**src/rtl/core/integer_square_root_assert.svh**
```systemverilog
// ---------------------------------------------------------------------------
// integer_square_root assertion macros
// shared property forms for the square root pipeline checks
// ---------------------------------------------------------------------------
`ifndef INTEGER_SQUARE_ROOT_ASSERT_SVH
`define INTEGER_SQUARE_ROOT_ASSERT_SVH

// same-cycle implication, disabled while reset is asserted
`define ISR_ASSERT_IMPL(label, clk, rst_n, ante, cons) \
  label: assert property (@(posedge clk) disable iff (!rst_n) (ante) |-> (cons)) \
    else $error("integer_square_root: same-cycle check failed");

// next-cycle implication, disabled while reset is asserted
`define ISR_ASSERT_NEXT(label, clk, rst_n, ante, cons) \
  label: assert property (@(posedge clk) disable iff (!rst_n) (ante) |=> (cons)) \
    else $error("integer_square_root: next-cycle check failed");

`endif

```
**src/rtl/core/isr_pkg.sv**
```systemverilog
// ---------------------------------------------------------------------------
// isr_pkg
// widths and defaults shared by the square root pipeline
// ---------------------------------------------------------------------------
package isr_pkg;

  localparam int RADICAND_W         = 64;
  localparam int ROOT_OUT_W         = 32;
  localparam int ROOT_WIDTH_DEFAULT = 32;

endpackage

```
**src/rtl/core/isr_cell.sv**
```systemverilog
// ---------------------------------------------------------------------------
// isr_cell
// one non-restoring recurrence step, registered, producing one root bit
// ---------------------------------------------------------------------------
module isr_cell #(
  parameter int ROOT_WIDTH = isr_pkg::ROOT_WIDTH_DEFAULT,
  parameter int STEP       = 0
) (
  input  logic                    clk,
  input  logic                    rst_n,
  input  logic                    vld_i,
  input  logic [2*ROOT_WIDTH-1:0] rad_i,
  input  logic [ROOT_WIDTH+2:0]   rem_i,
  input  logic [ROOT_WIDTH-1:0]   root_i,
  output logic                    vld_o,
  output logic [2*ROOT_WIDTH-1:0] rad_o,
  output logic [ROOT_WIDTH+2:0]   rem_o,
  output logic [ROOT_WIDTH-1:0]   root_o
);

  localparam int REM_W  = ROOT_WIDTH + 3;
  localparam int PAIR_L = 2 * (ROOT_WIDTH - 1 - STEP);

  logic                    vld_r;
  logic [2*ROOT_WIDTH-1:0] rad_r;
  logic [REM_W-1:0]        rem_r;
  logic [ROOT_WIDTH-1:0]   root_r;

  logic [1:0]              pair;
  logic [REM_W-1:0]        shifted;
  logic [REM_W-1:0]        opd;
  logic [REM_W-1:0]        rem_nxt;
  logic [ROOT_WIDTH:0]     root_cat;
  logic [ROOT_WIDTH-1:0]   root_nxt;

  assign pair    = rad_i[PAIR_L +: 2];
  assign shifted = {rem_i[REM_W-3:0], pair};
  assign opd     = rem_i[REM_W-1] ? {1'b0, root_i, 2'b11} : {1'b0, root_i, 2'b01};

  // negative remainder adds, otherwise subtracts
  assign rem_nxt  = rem_i[REM_W-1] ? (shifted + opd) : (shifted - opd);
  assign root_cat = {root_i, ~rem_nxt[REM_W-1]};
  assign root_nxt = root_cat[ROOT_WIDTH-1:0];

  always_ff @(posedge clk) begin
    if (!rst_n) begin
      vld_r <= 1'b0;
    end else begin
      vld_r <= vld_i;
    end
  end

  always_ff @(posedge clk) begin
    rad_r  <= rad_i;
    rem_r  <= rem_nxt;
    root_r <= root_nxt;
  end

  assign vld_o  = vld_r;
  assign rad_o  = rad_r;
  assign rem_o  = rem_r;
  assign root_o = root_r;

endmodule
```
**config.mk**
```make
export PLATFORM = sky130hd
export DESIGN_NAME = isr_cell
export DESIGN_NICKNAME = d
export VERILOG_FILES = /design/src/rtl/core/integer_square_root_assert.svh /design/src/rtl/core/isr_pkg.sv /design/src/rtl/core/isr_cell.sv
export SDC_FILE = /design/constraint.sdc
export NUM_CORES = 1
export LEC_CHECK = 0
export ABC_CLOCK_PERIOD_IN_PS = 3100
export BUFFER_PORTS_ARGS = -buffer_cell sky130_fd_sc_hd__clkbuf_2
export CELL_PAD_IN_SITES_DETAIL_PLACEMENT = 0
export CELL_PAD_IN_SITES_GLOBAL_PLACEMENT = 2
export CORE_MARGIN = 10
export CORE_UTILIZATION = 23
export CTS_CLUSTER_DIAMETER = 80
export DETAILED_ROUTE_END_ITERATION = 7
export PLACE_DENSITY_LB_ADDON = 0.1
export SETUP_SLACK_MARGIN = 0.2
export SLEW_MARGIN = 0
export SYNTH_ARGS = -nofsm -noshare
export SYNTH_HDL_FRONTEND = slang
export SYNTH_SLANG_ARGS = --single-unit
```
**constraint.sdc**
```tcl
create_clock -name clk -period 3.1 [get_ports clk]
set_input_delay 0.465 -clock clk [delete_from_list [all_inputs] [get_ports clk]]
set_output_delay 0.465 -clock clk [all_outputs]
set_load 0.05 [all_outputs]
```
==> results of run 1 <==
registers in the layout (all words and copies together) (netlist names):
register,flops
rad_o,64
rem_o,35
root_o,32
vld_o,1
worst max-delay path: stages:
cell and delay (ns):
clkbuf_2 0.13, buf_12 0.17, xnor2_1 0.19, ha_1 0.37, a21oi_4 0.21, o21ai_2 0.08
a31o_1 0.27, or4_4 0.53, a31oi_4 0.21, o21ai_2 0.07, xor2_1 0.14
per-layer routing:
metal	up-vias	wire [um]	share of wire
li1	2174	-	-
met2	143	9160	0.50
met3	12	1310	0.071
met4	0	248	0.013
met1	1975	7730	0.42
met5	-	0	0
path summary, 6_finish.rpt:
path,cells past startpoint,to,slack (ns)
worst max-delay path,11,rem_o[30]$_DFF_P_,0.56
worst min-delay path,1,rad_o[27]$_DFF_P_,0.14
cell usage after synthesis (4+ instances only):
| master | number |
|---|---|
| dfxtp_1 | 132 |
| xnor2_1 | 57 |
| ha_1 | 33 |
| a21oi_1 | 32 |
| nand2_1 | 29 |
| nor2_1 | 17 |
| a21o_1 | 13 |
| inv_1 | 10 |
| o21ai_0 | 9 |
| a21oi_2 | 8 |
| o21bai_1 | 7 |
| xor2_1 | 7 |
| o21a_1 | 6 |
| clkbuf_1 | 5 |
| nor2b_1 | 5 |
| o211ai_1 | 5 |
| a31oi_1 | 4 |
| and3_1 | 4 |
| nand3_1 | 4 |
| nand4_1 | 4 |
| o21ai_1 | 4 |
final cells by class:
cell class,count,area (um^2),share of cell area
clock buffers,17,425,0.0572
clock inverters,15,205,0.0276
inverters,10,37.5,0.00505
multi-input cells,298,2280,0.307
flip-flops and latches,132,2640,0.355
well taps,280,350,0.0471
repair buffers,283,1490,0.200
kinds of logic (layout without fill, tap and decap cells):
| group | after synthesis | count (layout) | synth area share |
|---|---|---|---|
| simple gates | 83 | 83 | 0.0837 |
| xor+xnor | 64 | 64 | 0.111 |
| flops | 132 | 132 | 0.523 |
| compound gates | 116 | 116 | 0.172 |
| mux | 2 | 2 | 0.00421 |
| fa+ha+maj | 33 | 33 | 0.0818 |
| buf+inv | 23 | 325 | 0.0243 |
power groups by stage:
stage / registers (mW) / clock network [mW] / logic (mW)
2_1_floorplan: 2.79 / 0 / 0.636
3_3_place_gp: 2.01 / 0 / 1.98
3_5_place_dp: 2.01 / 0 / 1.97
4_1_cts: 1.98 / 2.23 / 1.98
5_1_grt: 2.00 / 2.31 / 2.08
6_report: 1.97 / 2.15 / 1.94
layout by cell type, fill, tap and decap left out, drive strengths merged, types with 4 or more instances in the layout:
cell type  netlist  final
nand2           30     30
a31oi            5      5
o211ai           5      5
nor2b            5      5
nand3            5      5
ha              33     33
a21oi           41     41
o21bai           7      7
buf              7     19
o21ai           16     16
and3             5      5
xor2             7      7
nor2            17     17
inv             10     19
dfxtp          132    132
a31o             4      4
clkbuf           6    281
xnor2           57     57
o21a             6      6
or2              4      4
nand4            4      4
a21o            13     13
metrics by stage:
step                hold WS, ns  power [mW]
floorplan                 0.493        3.42
global placement          0.567        3.99
detailed placement        0.569        3.98
CTS                       0.117        6.18
global route              0.112        6.38
finish                    0.140        6.07
==> out/metrics.yaml, run 1 <==
clock_tree:
  clkSlewWorstSetupHoldPaths_ns: 0.07
  cts-root-buf: "clkbuf_16"
  postCtsSetupRepairBufs: 0
  clkSinkCount: 132
  cts_buffers: 17
  postCtsHoldBufs: 0
  clockBufferDepth: 2
  ctsResizeCount: 0
  cts_tree: "yes"
  h-tree-depth: 4
timing:
  hold_viol_final: 0
  worst_slew_pin_slew_ns: 0.464
  fmax_ghz: 0.393
  post-route-period-util: 0.820
  rsz0062_at_grt: "no"
  drv_slew: 0
  setup_viol_count_final: 0
  finalCriticalPeriod_ns: 2.54
  relSlewSlack: 0.689
  setup_slack_ns: 0.559
  fin_tns_setup_ns: 0
grt:
  grt_usage: 0.128
  gr-usage-met2: 0.221
  grt.busiest_layer: "met2"
  grt_max_degree: 20
  grtUsageMet3: 0.0468
  use_met1: 0.142
  grt_pass1_wl_um: 28200
  antenna_found_initial: 0
  first_global_vias: 4710
  overflow: 0
placement:
  dp_cells: 1003
  dp_hpwl_um: 15600
  place.gp.congestion: 0.784
  placed_cell_area_um2: 6800
  io_buffers: 264
  dp_slack_ns: 0.123
synth:
  syn_area_um2: 5050
  syn_avg_cell_area_um2: 11.1
  synthArstFlopShare: 0
  synth_cell_types: 63
  syn_nets: 620
  syn_inst: 453
  ys_seq_area_frac: 0.523
  ys_seq_elements: 132
  yosys.area.top_type: "dfxtp_1"
  synth_top_area_share: 0.523
  yosys_warnings: 0
  synth_area_leaders: "dfxtp_1 52%, xnor2_1 9.9%, ha_1 8.2%, a21oi_1 3.2%, nand2_1 2.2%"
  synth_edf_count: 0
  synthFlopType: "dfxtp_1"
power:
  combPwrFrac: 0.320
  leakage_nw: 3.57
  netSwitchingFraction: 0.387
  internal_power_mw: 3.72
  seqPwrFrac: 0.325
  p_sw_mw: 2.35
  vdd_drop_max_v: 0.000298
  pwr-share-clk: 0.355
  powerDensity_nw_per_um2: 817
route:
  via_per_inst: 4.16
  dr.first_iter.drc_count: 141
  drt-pass1-iter-count: 4
  via_count: 4304
  postRouteWirelength_um: 18400
  wl_per_cell_um: 17.8
  drc_errors: 0
  antenna_left: 0
worst_setup_path:
  crit_type: "in2reg"
  worst_ep_arrival_time_ns: 2.85
  worstPathRequired_ns: 3.40
  crit_start: "rem_i[34]"
  crit_path_end_kind: "flip-flop"
  crit_fanout: 14
  critPathLaunchType: "primary input"
die:
  die_h_um: 168
  coreArea_um2: 21700
  rows: 54
  io_pins: 266
  fp.dieW_um: 168
  die-area_um2: 28300
  start_util: 0.233
final_layout:
  final_nets: 909
  area_growth_pct: 47.2
  diodes: 0
  fin_area_um2: 7430
  layoutNonFillerInstCount: 1035
  drive_gt1_frac: 0.457
  fillCellCount: 2215
  utilization: 0.343
min_path:
  worstHoldPathType: "in2reg"
  hold_start: "rad_i[27]"
status:
  status: "finished, final reports clean"
flow_run:
  drv_cap: 0
No activity file was read; power rests on OpenSTA's default activity.
==> inputs of run 2 (changes only) <==
ABC_CLOCK_PERIOD_IN_PS = 2400   (was 3100)
CORE_UTILIZATION = 26   (was 23)
clock period = 2.4 ns   (was 3.1 ns; I/O delays follow)
==> run 2 against run 1 <==
  * Non-clock buffer count grew 108
  * Flip-flop and latch count is the same
  * Global-route usage increased by 2.1 points
  * Critical path depth did not move
  * Sequential power up 30%
  * Final area grew 21%
  * Largest cell class is now multi-input gates
==> out/metrics.yaml, run 2 (synthesis results as in run 1) <==
status:
  status: "finished, final reports clean"
placement:
  place.gp.congestion: 0.781  # -0.36%
  dp_cells: 1066  # +6.3%
  placed_cell_area_um2: 7480  # +10%
  io_buffers: 264  # unchanged
  dp_hpwl_um: 15500  # -0.64%
  dp_slack_ns: -0.426  # -0.549 ns
worst_setup_path:
  crit_fanout: 6  # -8
  worstPathRequired_ns: 2.71  # -0.69 ns
  crit_path_end_kind: "flip-flop"
  cp_cell_sequence: "clkbuf_16 > buf_16 > xnor2_2 > ha_4 > a21oi_2 > o21ai_2 > or2_1 > or4_4 > a31oi_4 > o21ai_2 > xor2_1"
  crit_buf_inv: 2  # unchanged
  worst_ep_arrival_time_ns: 2.59  # -0.26 ns
  slowest_delay_ns: 0.57  # +0.04 ns
  crit_family: "simple AND/OR/NAND/NOR gates"
  crit_type: "in2reg"
  critPathLaunchType: "primary input"
  path_common_cell: "o21ai_2"
  crit_slowest_cell: "or4_4"
final_layout:
  final_nets: 1017  # +12%
  largest_register_ffs: 64  # unchanged
  drive_gt1_frac: 0.610  # +0.153
  fin_area_um2: 8960  # +21%
  area_growth_pct: 77.5
  final_cell_mix: "263 x clkbuf_2, 132 x dfxtp_1, 113 x buf_4"
  layout_commonest_cell: "clkbuf_2"
  layoutNonFillerInstCount: 1123  # +8.5%
  fillCellCount: 1837  # -17%
  diodes: 0  # unchanged
route:
  drt-pass1-iter-count: 5  # +1
  postRouteWirelength_um: 19400  # +5.1%
  antenna_left: 0  # unchanged
  via_per_inst: 4.24  # +2.1%
  drc_errors: 0  # unchanged
  wl_per_cell_um: 17.3  # -3.2%
  via_count: 4766  # +11%
  dr.first_iter.drc_count: 144  # +2.1%
die:
  die-area_um2: 25400  # -10%
  coreArea_um2: 18900  # -13%
  die_h_um: 159  # -5.2%
  io_pins: 266  # unchanged
  rows: 50  # -7.4%
  fp.dieW_um: 159  # -5.2%
  start_util: 0.267  # +0.0344
clock_tree:
  h-tree-depth: 4  # unchanged
  cts_tree: "yes"
  cts_buffers: 17  # unchanged
  clkSlewWorstSetupHoldPaths_ns: 0.07  # about the same
  cts-root-buf: "clkbuf_16"
  clockBufferDepth: 2  # unchanged
  clkSinkCount: 132  # unchanged
power:
  powerDensity_nw_per_um2: 931  # +14%
  leakage_nw: 4.26  # +19%
  power.total_mw: 8.35  # +38%
  vdd_drop_max_v: 0.000529  # +78%
grt:
  gr-usage-met2: 0.258  # +0.0370
  use_met1: 0.170  # +0.0286
  grt_max_degree: 17  # -15%
  grt_usage: 0.149  # +0.0214
  grt_pass1_wl_um: 29400  # +4.3%
  grt.busiest_layer: "met2"
  antenna_found_initial: 0  # unchanged
  first_global_vias: 5036  # +6.9%
  overflow: 0  # unchanged
  grtUsageMet3: 0.0532  # +0.00639
timing:
  drv_slew: 0  # unchanged
  fin_tns_setup_ns: 0  # unchanged
  setup_viol_count_final: 0  # unchanged
  post-route-period-util: 0.951
  setup_slack_ns: 0.118  # -0.440 ns
  worst_slew_pin_slew_ns: 0.419  # -0.0452 ns
  rsz0062_at_grt: "yes"
  fmax_ghz: 0.438
  hold_viol_final: 0  # unchanged
  relSlewSlack: 0.721  # +0.0320
  finalCriticalPeriod_ns: 2.28
min_path:
  worstHoldPathType: "in2reg"
flow_run:
  drv_cap: 0  # unchanged
==> run 2: final cells by class <==
| class | instances | area, um^2 | area share |
|---|---|---|---|
| Clock buffer | 17 | 425 | 0.0475 |
| Multi-Input combinational cell | 298 | 2950 | 0.329 |
| Inverter | 10 | 40.0 | 0.00447 |
| Clock inverter | 15 | 180 | 0.0201 |
| Timing Repair Buffer | 391 | 2400 | 0.268 |
| Tap cell | 260 | 325 | 0.0363 |
| Sequential cell | 132 | 2640 | 0.295 |
==> run 2: power breakdown <==
group | internal (mW) | switching (mW)
registers | 2.48 | 0.0837
clock network | 1.50 | 1.16
logic | 1.15 | 1.98
==> run 2: final timing paths <==
| check | from | endpoint | slack [ns] | cells after the start |
|---|---|---|---|---|
| worst max-delay path | rem_i[34] | rem_o[30]$_DFF_P_ | 0.12 | 11 |
| worst min-delay path | rad_i[45] | rad_o[45]$_DFF_P_ | 0.03 | 1 |
==> run 2: per-stage QoR <==
stage          utilization  hold slack (ns)
3_3_place_gp         0.396            0.462
3_5_place_dp         0.396            0.464
4_1_cts              0.445         0.000985
6_report             0.475           0.0268
2_1_floorplan            -            0.388
5_1_grt              0.475          0.00362
==> run 2: metal layers <==
layer / up-vias / wire length [um]
met5: - / 0
met4: 0 / 176
met3: 14 / 1150
met2: 161 / 9780
met1: 2200 / 8270
li1: 2391 / -
==> run 2: repair_timing <==
action / 4_1_cts / 5_1_grt
gates resized for setup: 28 / 82
hold endpoints to repair: 5 / 0
hold buffers: 5 / 0
buffers inserted: 8 / 9
endpoints found under the setup margin: 15 / 19
pin swaps: 19 / 32
cloned: 3 / 0
